## config.mk

```make
export PLATFORM = sky130hd
export DESIGN_NAME = fraction_arithmetic_unit
export DESIGN_NICKNAME = d
export VERILOG_FILES = /design/src/sv/fau_pkg.sv /design/src/sv/fau_div.sv /design/src/sv/fau_datapath.sv /design/src/sv/fau_ctrl.sv /design/src/sv/fraction_arithmetic_unit.sv
export SDC_FILE = /design/constraint.sdc
export NUM_CORES = 2
export LEC_CHECK = 0
export ABC_CLOCK_PERIOD_IN_PS = 14400
export BUFFER_PORTS_ARGS = -buffer_cell sky130_fd_sc_hd__buf_2
export CELL_PAD_IN_SITES_DETAIL_PLACEMENT = 1
export CELL_PAD_IN_SITES_GLOBAL_PLACEMENT = 2
export CORE_ASPECT_RATIO = 0.8
export CORE_MARGIN = 3
export CORE_UTILIZATION = 41
export DETAILED_ROUTE_END_ITERATION = 16
export PLACE_DENSITY = 0.89
export RECOVER_POWER = 100
export SLEW_MARGIN = 10
export SYNTH_ARGS = -nofsm -noshare
export SYNTH_HDL_FRONTEND = slang
export SYNTH_SLANG_ARGS = --single-unit
```

## constraint.sdc

```tcl
create_clock -name clock -period 14.4 [get_ports clock]
set_input_delay 3.6 -clock clock [delete_from_list [all_inputs] [get_ports clock]]
set_output_delay 3.6 -clock clock [all_outputs]
set_load 0.01 [all_outputs]
```

## src/sv/fau_pkg.sv

```systemverilog
package fau_pkg;

   localparam int OPERAND_WIDTH = 16;
   localparam int NUM_W = 2 * OPERAND_WIDTH + 1;
   localparam int DEN_W = 2 * OPERAND_WIDTH;
   localparam int MAG_W = 2 * OPERAND_WIDTH;
   localparam int CNT_W = $clog2(MAG_W);

   typedef enum logic [1:0] {
      ACT_ADD,
      ACT_SUB,
      ACT_MUL,
      ACT_DIV
   } action_type;

   typedef enum logic [1:0] {
      MSEL_FIRST,
      MSEL_SECOND,
      MSEL_DEN
   } mul_sel_type;

   typedef enum logic [3:0] {
      ST_IDLE,
      ST_MUL_A,
      ST_MUL_B,
      ST_MUL_C,
      ST_REDUCE,
      ST_GCD,
      ST_DIV_NUM,
      ST_DIV_DEN,
      ST_FINISH
   } state_type;

   typedef struct packed {
      action_type                      action;
      logic signed [OPERAND_WIDTH-1:0] num_a;
      logic signed [OPERAND_WIDTH-1:0] den_a;
      logic signed [OPERAND_WIDTH-1:0] num_b;
      logic signed [OPERAND_WIDTH-1:0] den_b;
   } req_type;

   typedef struct packed {
      logic signed [NUM_W-1:0] res_num;
      logic signed [DEN_W-1:0] res_den;
      logic                    error;
   } rsp_type;

   typedef struct packed {
      logic        load;
      logic        mul_en;
      mul_sel_type mul_sel;
      logic        gcd_init;
      logic        gcd_step;
      logic        div_start;
      logic        div_den;
      logic        res_zero_err;
      logic        res_unreduced;
      logic        cap_num;
      logic        cap_den;
      logic        publish;
   } cmd_type;

   typedef struct packed {
      logic err;
      logic skip;
      logic gcd_done;
      logic div_busy;
   } sts_type;

endpackage

```

## src/sv/fau_div.sv

```systemverilog
module fau_div (
   input  logic                      clock,
   input  logic                      reset,
   input  logic                      start,
   input  logic [fau_pkg::MAG_W-1:0] dividend,
   input  logic [fau_pkg::MAG_W-1:0] divisor,
   output logic                      busy,
   output logic [fau_pkg::MAG_W-1:0] quotient
);
   import fau_pkg::*;

   localparam logic [CNT_W-1:0] LAST = CNT_W'(MAG_W - 1);

   logic             busy_ff, busy_in;
   logic [CNT_W-1:0] cnt_ff, cnt_in;
   logic [MAG_W-1:0] rem_ff, rem_in;
   logic [MAG_W-1:0] quo_ff, quo_in;
   logic [MAG_W-1:0] dvs_ff, dvs_in;
   logic [MAG_W:0]   shifted;
   logic [MAG_W+1:0] diff;

   always_comb begin
      shifted = {rem_ff, quo_ff[MAG_W-1]};
      diff    = {1'b0, shifted} - {2'b00, dvs_ff};
      busy_in = busy_ff;
      cnt_in  = cnt_ff;
      rem_in  = rem_ff;
      quo_in  = quo_ff;
      dvs_in  = dvs_ff;
      if (start) begin
         busy_in = 1'b1;
         cnt_in  = '0;
         rem_in  = '0;
         quo_in  = dividend;
         dvs_in  = divisor;
      end else if (busy_ff) begin
         if (diff[MAG_W+1]) begin
            rem_in = shifted[MAG_W-1:0];
            quo_in = {quo_ff[MAG_W-2:0], 1'b0};
         end else begin
            rem_in = diff[MAG_W-1:0];
            quo_in = {quo_ff[MAG_W-2:0], 1'b1};
         end
         cnt_in = cnt_ff + 1'b1;
         if (cnt_ff == LAST) begin
            busy_in = 1'b0;
         end
      end
   end

   always_ff @(posedge clock) begin
      if (reset) begin
         busy_ff <= 1'b0;
      end else begin
         busy_ff <= busy_in;
      end
      cnt_ff <= cnt_in;
      rem_ff <= rem_in;
      quo_ff <= quo_in;
      dvs_ff <= dvs_in;
   end

   assign busy     = busy_ff;
   assign quotient = quo_ff;

   a_no_restart: assert property (@(posedge clock) disable iff (reset)
      start |-> !busy_ff)
      else $error("divider restarted while busy");

   a_full_length: assert property (@(posedge clock) disable iff (reset)
      (busy_ff && cnt_ff != LAST) |=> busy_ff)
      else $error("divider stopped early");

endmodule

```

## src/sv/fau_datapath.sv

```systemverilog
module fau_datapath (
   input  logic             clock,
   input  logic             reset,
   input  fau_pkg::req_type req_payload,
   input  fau_pkg::cmd_type cmd,
   output fau_pkg::sts_type sts,
   output fau_pkg::rsp_type rsp_payload
);
   import fau_pkg::*;

   req_type                         req_ff, req_in;
   logic                            err_ff, err_in;
   logic signed [NUM_W-1:0]         num_ff, num_in;
   logic signed [DEN_W-1:0]         den_ff, den_in;
   logic [MAG_W-1:0]                ga_ff, ga_in, gb_ff, gb_in;
   logic [MAG_W-1:0]                qa_ff, qa_in, qb_ff, qb_in;
   logic signed [NUM_W-1:0]         res_num_ff, res_num_in;
   logic signed [DEN_W-1:0]         res_den_ff, res_den_in;
   logic                            res_err_ff, res_err_in;
   rsp_type                         rsp_ff, rsp_in;
   logic signed [OPERAND_WIDTH-1:0] mul_x, mul_y;
   logic signed [DEN_W-1:0]         prod;
   logic [MAG_W-1:0]                mag_num, mag_den, g_val;
   logic [MAG_W-1:0]                div_dividend, div_quotient;
   logic                            div_busy;
   logic [NUM_W-1:0]                qn;
   logic [DEN_W-1:0]                qd;

   always_comb begin
      unique case (cmd.mul_sel)
         MSEL_FIRST: begin
            mul_x = req_ff.num_a;
            mul_y = (req_ff.action == ACT_MUL) ? req_ff.num_b : req_ff.den_b;
         end
         MSEL_SECOND: begin
            mul_x = req_ff.num_b;
            mul_y = req_ff.den_a;
         end
         default: begin
            mul_x = req_ff.den_a;
            mul_y = (req_ff.action == ACT_DIV) ? req_ff.num_b : req_ff.den_b;
         end
      endcase
   end

   assign prod = mul_x * mul_y;

   assign mag_num = num_ff[NUM_W-1] ? MAG_W'(-num_ff) : MAG_W'(num_ff);
   assign mag_den = den_ff[DEN_W-1] ? MAG_W'(-den_ff) : MAG_W'(den_ff);
   assign g_val   = (gb_ff != '0) ? gb_ff : ((ga_ff != '0) ? ga_ff : MAG_W'(1));
   assign div_dividend = cmd.div_den ? qb_ff : qa_ff;

   fau_div u_div (
      .clock    (clock),
      .reset    (reset),
      .start    (cmd.div_start),
      .dividend (div_dividend),
      .divisor  (g_val),
      .busy     (div_busy),
      .quotient (div_quotient)
   );

   assign qn = NUM_W'(div_quotient);
   assign qd = DEN_W'(div_quotient);

   always_comb begin
      req_in = req_ff;
      err_in = err_ff;
      if (cmd.load) begin
         req_in = req_payload;
         err_in = (req_payload.den_a == '0) || (req_payload.den_b == '0) ||
                  ((req_payload.action == ACT_DIV) && (req_payload.num_b == '0));
      end

      num_in = num_ff;
      den_in = den_ff;
      if (cmd.mul_en) begin
         unique case (cmd.mul_sel)
            MSEL_FIRST: num_in = NUM_W'(prod);
            MSEL_SECOND: begin
               if (req_ff.action == ACT_ADD) begin
                  num_in = num_ff + NUM_W'(prod);
               end else if (req_ff.action == ACT_SUB) begin
                  num_in = num_ff - NUM_W'(prod);
               end
            end
            default: den_in = prod;
         endcase
      end

      ga_in = ga_ff;
      gb_in = gb_ff;
      qa_in = qa_ff;
      qb_in = qb_ff;
      if (cmd.gcd_init) begin
         ga_in = mag_num;
         gb_in = mag_den;
         qa_in = mag_num;
         qb_in = mag_den;
      end else if (cmd.gcd_step) begin
         priority if (!ga_ff[0] && !gb_ff[0]) begin
            ga_in = ga_ff >> 1;
            gb_in = gb_ff >> 1;
            qa_in = qa_ff >> 1;
            qb_in = qb_ff >> 1;
         end else if (!ga_ff[0]) begin
            ga_in = ga_ff >> 1;
         end else if (!gb_ff[0]) begin
            gb_in = gb_ff >> 1;
         end else if (ga_ff >= gb_ff) begin
            ga_in = (ga_ff - gb_ff) >> 1;
         end else begin
            gb_in = (gb_ff - ga_ff) >> 1;
         end
      end

      res_num_in = res_num_ff;
      res_den_in = res_den_ff;
      res_err_in = res_err_ff;
      if (cmd.res_zero_err) begin
         res_num_in = '0;
         res_den_in = '0;
         res_err_in = 1'b1;
      end else if (cmd.res_unreduced) begin
         res_num_in = '0;
         res_den_in = den_ff;
         res_err_in = 1'b0;
      end else begin
         if (cmd.cap_num) begin
            res_num_in = $signed(num_ff[NUM_W-1] ? (~qn + 1'b1) : qn);
            res_err_in = 1'b0;
         end
         if (cmd.cap_den) begin
            res_den_in = $signed(den_ff[DEN_W-1] ? (~qd + 1'b1) : qd);
         end
      end

      rsp_in = rsp_ff;
      if (cmd.publish) begin
         rsp_in.res_num = res_num_ff;
         rsp_in.res_den = res_den_ff;
         rsp_in.error   = res_err_ff;
      end
   end

   always_ff @(posedge clock) begin
      req_ff     <= req_in;
      err_ff     <= err_in;
      num_ff     <= num_in;
      den_ff     <= den_in;
      ga_ff      <= ga_in;
      gb_ff      <= gb_in;
      qa_ff      <= qa_in;
      qb_ff      <= qb_in;
      res_num_ff <= res_num_in;
      res_den_ff <= res_den_in;
      res_err_ff <= res_err_in;
      rsp_ff     <= rsp_in;
   end

   assign sts.err      = err_ff;
   assign sts.skip     = (req_ff.action == ACT_SUB) && (num_ff == '0);
   assign sts.gcd_done = (ga_ff == '0) || (gb_ff == '0);
   assign sts.div_busy = div_busy;
   assign rsp_payload  = rsp_ff;

   a_gcd_live: assert property (@(posedge clock) disable iff (reset)
      cmd.gcd_step |-> (ga_ff != '0) && (gb_ff != '0))
      else $error("gcd step issued after completion");

endmodule

```

## src/sv/fau_ctrl.sv

```systemverilog
module fau_ctrl (
   input  logic             clock,
   input  logic             reset,
   input  logic             req_valid,
   output logic             req_ready,
   output logic             rsp_valid,
   input  logic             rsp_ready,
   input  fau_pkg::sts_type sts,
   output fau_pkg::cmd_type cmd
);
   import fau_pkg::*;

   state_type state_ff, state_in;
   logic      rsp_valid_ff, rsp_valid_in;

   always_comb begin
      cmd          = '0;
      state_in     = state_ff;
      rsp_valid_in = rsp_valid_ff && !rsp_ready;
      req_ready    = 1'b0;
      unique case (state_ff)
         ST_IDLE: begin
            req_ready = 1'b1;
            if (req_valid) begin
               cmd.load = 1'b1;
               state_in = ST_MUL_A;
            end
         end
         ST_MUL_A: begin
            if (sts.err) begin
               cmd.res_zero_err = 1'b1;
               state_in         = ST_FINISH;
            end else begin
               cmd.mul_en  = 1'b1;
               cmd.mul_sel = MSEL_FIRST;
               state_in    = ST_MUL_B;
            end
         end
         ST_MUL_B: begin
            cmd.mul_en  = 1'b1;
            cmd.mul_sel = MSEL_SECOND;
            state_in    = ST_MUL_C;
         end
         ST_MUL_C: begin
            cmd.mul_en  = 1'b1;
            cmd.mul_sel = MSEL_DEN;
            state_in    = ST_REDUCE;
         end
         ST_REDUCE: begin
            if (sts.skip) begin
               cmd.res_unreduced = 1'b1;
               state_in          = ST_FINISH;
            end else begin
               cmd.gcd_init = 1'b1;
               state_in     = ST_GCD;
            end
         end
         ST_GCD: begin
            if (sts.gcd_done) begin
               cmd.div_start = 1'b1;
               state_in      = ST_DIV_NUM;
            end else begin
               cmd.gcd_step = 1'b1;
            end
         end
         ST_DIV_NUM: begin
            if (!sts.div_busy) begin
               cmd.cap_num   = 1'b1;
               cmd.div_start = 1'b1;
               cmd.div_den   = 1'b1;
               state_in      = ST_DIV_DEN;
            end
         end
         ST_DIV_DEN: begin
            if (!sts.div_busy) begin
               cmd.cap_den = 1'b1;
               state_in    = ST_FINISH;
            end
         end
         ST_FINISH: begin
            if (!rsp_valid_ff || rsp_ready) begin
               cmd.publish  = 1'b1;
               rsp_valid_in = 1'b1;
               state_in     = ST_IDLE;
            end
         end
         default: state_in = ST_IDLE;
      endcase
   end

   always_ff @(posedge clock) begin
      if (reset) begin
         state_ff     <= ST_IDLE;
         rsp_valid_ff <= 1'b0;
      end else begin
         state_ff     <= state_in;
         rsp_valid_ff <= rsp_valid_in;
      end
   end

   assign rsp_valid = rsp_valid_ff;

   a_no_overwrite: assert property (@(posedge clock) disable iff (reset)
      cmd.publish |-> (!rsp_valid_ff || rsp_ready))
      else $error("result beat overwritten before taken");

   a_error_bypass: assert property (@(posedge clock) disable iff (reset)
      (state_ff == ST_MUL_A && sts.err) |=> state_ff == ST_FINISH)
      else $error("error item entered the datapath");

endmodule

```

## src/sv/fraction_arithmetic_unit.sv

```systemverilog
// Exact add, subtract, multiply or divide of two signed fractions, reduced by
// the GCD of the magnitudes of the result numerator and denominator.
// Request channel (req_valid/req_ready/req_payload): one beat carries the
// operation and both fractions. Response channel (rsp_valid/rsp_ready/
// rsp_payload): one beat per request with the numerator, the denominator and
// an error flag; signs are kept as the cross products give them.
// Flow: one shared multiplier forms the three products in turn, a binary GCD
// loop then runs until one of its values reaches zero, and one restoring
// divider runs twice, for the numerator and then for the denominator. An error
// item skips straight to the result, as does a subtraction whose difference is
// zero, which is left unreduced. One item is in flight at a time; the next
// request is taken the cycle after the result is loaded into the output
// register.
// Reset clears the controller and drops any pending response. If the receiver
// stalls, the response holds in its register and the unit accepts one more
// request, then waits with that result ready until the register frees.
module fraction_arithmetic_unit (
   input  logic             clock,
   input  logic             reset,
   input  logic             req_valid,
   output logic             req_ready,
   input  fau_pkg::req_type req_payload,
   output logic             rsp_valid,
   input  logic             rsp_ready,
   output fau_pkg::rsp_type rsp_payload
);
   import fau_pkg::*;

   cmd_type cmd;
   sts_type sts;

   fau_ctrl u_ctrl (
      .clock     (clock),
      .reset     (reset),
      .req_valid (req_valid),
      .req_ready (req_ready),
      .rsp_valid (rsp_valid),
      .rsp_ready (rsp_ready),
      .sts       (sts),
      .cmd       (cmd)
   );

   fau_datapath u_datapath (
      .clock       (clock),
      .reset       (reset),
      .req_payload (req_payload),
      .cmd         (cmd),
      .sts         (sts),
      .rsp_payload (rsp_payload)
   );

endmodule
```

# ---- Yosys cells after proc, flatten, opt, wreduce, memory -nomap -nowiden
# Index checks and enable logic that the tools add are counted.
dict set report word_totals {
  in_bits 70
  word_cells 179
  output_inout_bits 68
  regBits 499
}
dict set report op_classes {
  order_cmp 1
  reduce_logical 39
  multipliers 1
  bitwise 3
  n_eq_ne 23
  n_mux 75
  add_sub_neg 10
}
# operator n
set op_table {}
lappend op_table {{$mux 32} 29}
lappend op_table {{$mux 33} 3}
lappend op_table {{$pmux 33 s2} 1}
lappend op_table {{$logic_not 32->1} 2}
lappend op_table {{$neg 32->32} 2}
lappend op_table {{$pmux 16 s2} 2}
lappend op_table {{$reduce_bool 32->1} 2}
lappend op_table {{$sub 32x32->32} 2}
lappend op_table {{$logic_not 16->1} 3}
lappend op_table {{$pmux 4 s9} 1}
lappend op_table {{$sub 33x32->34} 1}
lappend op_table {{$add 33x1->33 const B} 1}
lappend op_table {{$add 33x32->33} 1}
lappend op_table {{$logic_not 33->1} 1}
lappend op_table {{$not 32->33} 1}
lappend op_table {{$sub 33x32->33} 1}
lappend op_table {{$add 32x1->32 const B} 1}
lappend op_table {{$ge 32x32->1} 1}
lappend op_table {{$mul 16x16->32} 1}
lappend op_table {{$mux 16} 2}
lappend op_table {{$not 32->32} 1}
lappend op_table {{$mux 4} 7}
lappend op_table {{$mux 1} 26}
lappend op_table {{$eq 4x3->1 const B} 4}
lappend op_table {{27 further kinds} 56}

# ---- Logic depth before layout (Yosys ltp)
dict set report depth {
  ltp_word 9
  depth_mapped 51
  ltp_nobuf 46
}

# ---- Modules after synthesis
# Synthesis repeated with hierarchy kept, for this count alone.
dict set report unflattened {
  hier_cells 4484
  area_unflattened_um2 41390.9
}
# module cells_each instances area_per_inst_um2 seq_area_each_um2
set by_module_without_submodules {}
lappend by_module_without_submodules {fau_datapath 3859 1 35162.5 11110.7}
lappend by_module_without_submodules {fau_div 561 1 5775.5 2682.6}
lappend by_module_without_submodules {fau_ctrl 64 1 452.9 100.1}

# ---- Least setup slack after synthesis
# No wires, ideal clock.
dict set report synth_path {
  kind {reg-to-reg}
  from {register u_ctrl.state_ff[2]}
  to {register u_datapath.num_ff[32] (data pin)}
  path_buffers 5
  setup_time_ns 0.260
  arrival_ns 10.843
  path_stages_with_launch 50
  t_required_ns 14.140
  path_slack_ns 3.297
  synth_period_minus_slack_ns 11.103
  path_cell_list {dfxtp_1 > clkbuf_1 > nor2_1 > and2_1 > clkbuf_1 > nand2_1 > inv_1 > nand2_1 > o21ai_0 > nand2_1 > clkbuf_1 > o21ai_1 > clkbuf_1 > nor2_1 > fa_1 > inv_1 > fa_1 > fa_1 > [14 not listed] > nor3b_1 > and2_1 > clkbuf_1 > nor2_1 > xnor2_1 > ha_1 > a21o_1 > a21o_1 > a21oi_1 > o21ai_0 > a31o_2 > a211oi_1 > o41ai_1 > a21oi_1 > xnor2_1 > or3_1 > mux2i_1 > nor3_1}
}
dict set report synth_between {
  elab_chain_cells 9
  word_cells_on_any_way 14
  cone_classes {2 x add/sub; 1 x mul; 4 x eq/ne; 6 x mux; 1 x reduce/logical}
}
# item line_no
set synth_lines {}
lappend synth_lines {{start: declaration} fau_ctrl.sv:13} ;# state_type state_ff, state_in;
lappend synth_lines {{start signal: assignment} fau_ctrl.sv:96} ;# state_ff <= state_in;
lappend synth_lines {{$eq 4x2->1 or $eq 4x1->1 (tied branches)} fau_ctrl.sv:21} ;# unique case (state_ff)
lappend synth_lines {{$pmux 3 s3 *} fau_ctrl.sv:21}
lappend synth_lines {{$eq 2x1->1 or $logic_not 2->1 (tied branches)} {fau_datapath.sv:30, fau_datapath.sv:78}}
lappend synth_lines {{$pmux 16 s2} fau_datapath.sv:30} ;# unique case (cmd.mul_sel)
lappend synth_lines {{$mul 16x16->32} fau_datapath.sv:46} ;# assign prod = mul_x * mul_y;
lappend synth_lines {{$sub 33x32->33} fau_datapath.sv:84} ;# num_in = num_ff - NUM_W'(prod);
lappend synth_lines {{$mux 33} fau_datapath.sv:83} ;# end else if (req_ff.action == ACT_SUB) begin
lappend synth_lines {{$mux 33} fau_datapath.sv:81} ;# if (req_ff.action == ACT_ADD) begin
lappend synth_lines {{$pmux 33 s2 *} fau_datapath.sv:78} ;# unique case (cmd.mul_sel)
lappend synth_lines {{end signal: assignment} fau_datapath.sv:149} ;# num_ff <= num_in;
lappend synth_lines {{end: declaration} fau_datapath.sv:13} ;# logic signed [NUM_W-1:0] num_ff, num_in;
# Mark *: on every way between the ends. The rest lies on a longest branch, timed or not. The select of a mux whose other input is x is not followed.
# A chain may end at the register's enable or synchronous reset.

# ---- Final worst setup path
dict set report layout_path {
  from {register u_ctrl.state_ff[2]}
  to {register u_datapath.num_ff[31] (data pin)}
}
dict set report layout_between {
  elab_chain_cells 9
  word_cells_on_any_way 14
  cone_classes {2 x add/sub; 1 x mul; 4 x eq/ne; 6 x mux; 1 x reduce/logical}
}
# item line_no
set layout_lines {}
lappend layout_lines {{$eq 4x2->1 or $eq 4x1->1 (tied branches)} fau_ctrl.sv:21}
lappend layout_lines {{$pmux 3 s3 *} fau_ctrl.sv:21}
lappend layout_lines {{$eq 2x1->1 or $logic_not 2->1 (tied branches)} fau_datapath.sv:30}
lappend layout_lines {{$pmux 16 s2} fau_datapath.sv:30}
lappend layout_lines {{$mul 16x16->32 *} fau_datapath.sv:46}
lappend layout_lines {{via u_datapath.prod[18]} fau_datapath.sv:22} ;# logic signed [DEN_W-1:0] prod;
lappend layout_lines {{$sub 33x32->33} fau_datapath.sv:84}
lappend layout_lines {{$mux 33} fau_datapath.sv:83}
lappend layout_lines {{$mux 33 *} fau_datapath.sv:81}
lappend layout_lines {{$pmux 33 s2 *} fau_datapath.sv:78}
# The timed path passes the listed nets; every way through them passes the cells marked *. The select of a mux whose other input is x is not followed.

==> results.json <==
{
  "synth_async_sr_flop_share_pct": 0,
  "chipHeight_um": 283,
  "status": "finished with violations",
  "io_pins": 138,
  "cp.required_ns": 14.77,
  "synth-simple-area-share_pct": 13.6,
  "synth-adder-area-share_pct": 20.5,
  "fmax_ghz": 0.0780,
  "htreeDepth": 2,
  "routedWlPerCell_um": 23.8,
  "vias": 31966,
  "slew_headroom_pct": -163,
  "worstSkewPairLatency_ns": 0.69,
  "crit_slowest_cell": "fa_1",
  "die_area_sq_um": 99700,
  "grt_pass1_wl_um": 204000,
  "grt_usage_pct": 26.3,
  "worst_pin_slew_ns": 3.95,
  "drt_iter0_markers": 2837,
  "critical_path.max_stage_delay_ns": 0.53,
  "root_buffer": "clkbuf_16",
  "cts_resized": 0,
  "rsz0062_at_grt": "false",
  "synth-seq-cells": 499,
  "path_max_fanout": 51,
  "grt_overflow": 0,
  "utilization_pct": 45.7,
  "numCtsBuffers": 56,
  "chipWidth_um": 352,
  "synth.area.mux_share_pct": 1.94,
  "violations": "max-capacitance violations, max-slew violations",
  "fin_nets": 4793,
  "setup_viol": 0,
  "setup_tns_ns": 0,
  "cts_buffer_depth": 3,
  "antenna_left": 0,
  "antenna_found_initial": 2,
  "n_antenna_cell": 0,
  "synth_top_family_by_area": "adder cells",
  "synth_cells": 4192,
  "finalCriticalPeriod_ns": 12.82,
  "cp_common_cell": "fa_1",
  "maxCapViolations": 17,
  "synth-main-ff-cell": "edfxtp_1",
  "dr.pass1.iters": 5,
  "clkTransAtPathRegs_ns": 0.07,
  "drive_gt1_share_pct": 4.36,
  "synth_edf_count": 390,
  "wl_um": 132000,
  "endpoint_kind": "register",
  "yosysUniqueCellTypes": 79,
  "period_share_pct": 89.0,
  "post-cts-setup-buffers": 0,
  "area_growth_pct": 9.18,
  "synth_compound_area_share_pct": 15.7,
  "seq_area_frac_synth_pct": 35.3,
  "final.setup_skew_ns": 0.0763,
  "num_rows": 100,
  "worstSetupStartpointType": "register",
  "yosysTopAreaCellShare_pct": 29.8,
  "portBuffers": 137,
  "initial_core_util_pct": 41.8,
  "grt_pass1_vias": 33557,
  "syn-mean-instance-area_sq_um": 9.38,
  "syn_area_sq_um": 39300,
  "synth_warnings": 0,
  "synthXorXnorAreaFrac_pct": 6.56,
  "grt_max_degree": 104,
  "clock_sinks": 499,
  "worstPathArrival_ns": 13.18,
  "syn_nets": 4747,
  "synth_top_area_cell": "edfxtp_1",
  "cts_tree": "yes",
  "path_class": "register to register",
  "hold_path.class": "register to register",
  "drc": 0,
  "place_congestion": 0.953,
  "core_area_sq_um": 94100,
  "ctsHoldBuffers": 0,
  "viasPerCell": 5.75,
  "finalHoldViolations": 0,
  "ys_top_cells_by_area": "edfxtp_1, fa_1, ha_1",
  "dpl.hpwl_um": 103000,
  "slew_viol_final": 804
}
-- cell type report --
class / count / area [sq um]
tap: 1275 / 1600
fill: 10868 / 51100
inverter: 471 / 1770
timing repair buffer: 181 / 810
clock inverter: 31 / 329
multi-input combinational: 3029 / 23000
clock buffer: 75 / 1600
sequential: 499 / 13900
-- through the flow --
stage	std cells	hold WS [ns]	area [sq um]	worst slack, ns
6_report	5561	0.377	43000	1.58
4_1_cts	5561	0.386	43200	1.81
3_3_place_gp	5455	0.417	41300	2.40
5_1_grt	5561	0.389	43000	0.600
3_5_place_dp	5455	0.419	41300	1.89
2_1_floorplan	4192	0.408	39300	3.30
-- cell families after synthesis --
kind of cell,after synthesis
flops,499
xor+xnor,294
fa+ha+maj,485
mux,76
compound gates,975
buf+inv,664
simple gates,1199
-- state kept, by name, summed over array words and instances (netlist names) --
signal                     flops
u_datapath.req_ff             66
u_datapath.rsp_payload        66
u_datapath.num_ff             33
u_datapath.res_num_ff         33
u_datapath.den_ff             32
u_datapath.ga_ff              32
u_datapath.gb_ff              32
u_datapath.qa_ff              32
u_datapath.qb_ff              32
u_datapath.res_den_ff         32
u_datapath.u_div.dvs_ff       32
u_datapath.u_div.quotient     32
u_datapath.u_div.rem_ff       32
u_datapath.u_div.cnt_ff        5
u_ctrl.state_ff                4
u_ctrl.rsp_valid               1
u_datapath.err_ff              1
u_datapath.res_err_ff          1
u_datapath.u_div.busy          1
-- routing by layer --
layer	up-vias	track usage, %	part of all wire [%]
met4	0	7.68	2.9
met3	216	3.51	6.4
li1	14518	-	-
met5	-	0	0
met1	16258	36.6	44
met2	974	42.9	47
-- Yosys cell counts, types with 7 or more instances --
cell type	number
o22a_1	14
xor2_1	168
a21oi_1	306
a22oi_1	7
a221oi_1	63
nor2b_1	30
nand4_1	25
clkbuf_1	163
and3_1	17
o21ai_1	12
a21boi_0	9
o31ai_1	32
xnor2_1	125
o21a_1	41
a31oi_1	19
fa_1	266
dfxtp_1	109
nor2_1	414
a21o_1	101
or2_2	18
ha_1	219
a211oi_1	64
o21ai_0	209
edfxtp_1	390
o41ai_1	11
nor4_1	44
nand2b_1	40
nand3b_1	7
nand2_1	447
or3_1	33
buf_1	23
nand3_1	27
or4_1	17
inv_1	469
nor3_1	47
mux2i_1	75
o21bai_1	21
o211ai_1	11
and2_1	14
-- critical path, delay by kind of cell, from the launching register on --
family,cells,cell delay (ns)
DFF,1,0.39
adders and majority gates,8,3.64
buffers and inverters,8,1.66
xor gates and xnor gates,3,0.49
and+or+nand+nor,15,3.88
AOI/OAI and AO/OA,11,2.51
-- cells in the final DEF, fill, tap and decap left out, drive strengths merged, types with 126 or more instances in the layout --
master / count
o21ai: 221
a21oi: 306
xor2: 168
nand2: 447
xnor2: 126
inv: 473
fa: 266
clkbuf: 206
nor2: 414
ha: 219
edfxtp: 390
-- worst paths after layout --
kind                                                to                              startpoint  slack (ns)  cells after the start
setup / recovery       u_datapath.num_ff[31]$_DFFE_PP_         u_ctrl.state_ff[2]$_SDFFE_PP0P_        1.58                     45
hold / removal    u_datapath.rsp_payload[63]$_DFFE_PP_  u_datapath.res_num_ff[30]$_SDFFE_PP0P_        0.38                      0
setup reg to reg       u_datapath.num_ff[31]$_DFFE_PP_         u_ctrl.state_ff[2]$_SDFFE_PP0P_        1.58                     45
hold reg to reg   u_datapath.rsp_payload[63]$_DFFE_PP_  u_datapath.res_num_ff[30]$_SDFFE_PP0P_        0.38                      0
Power is left out: the tool's default activity adds up to more than one toggle a clock period on the data nets, which glitch-free logic cannot reach.
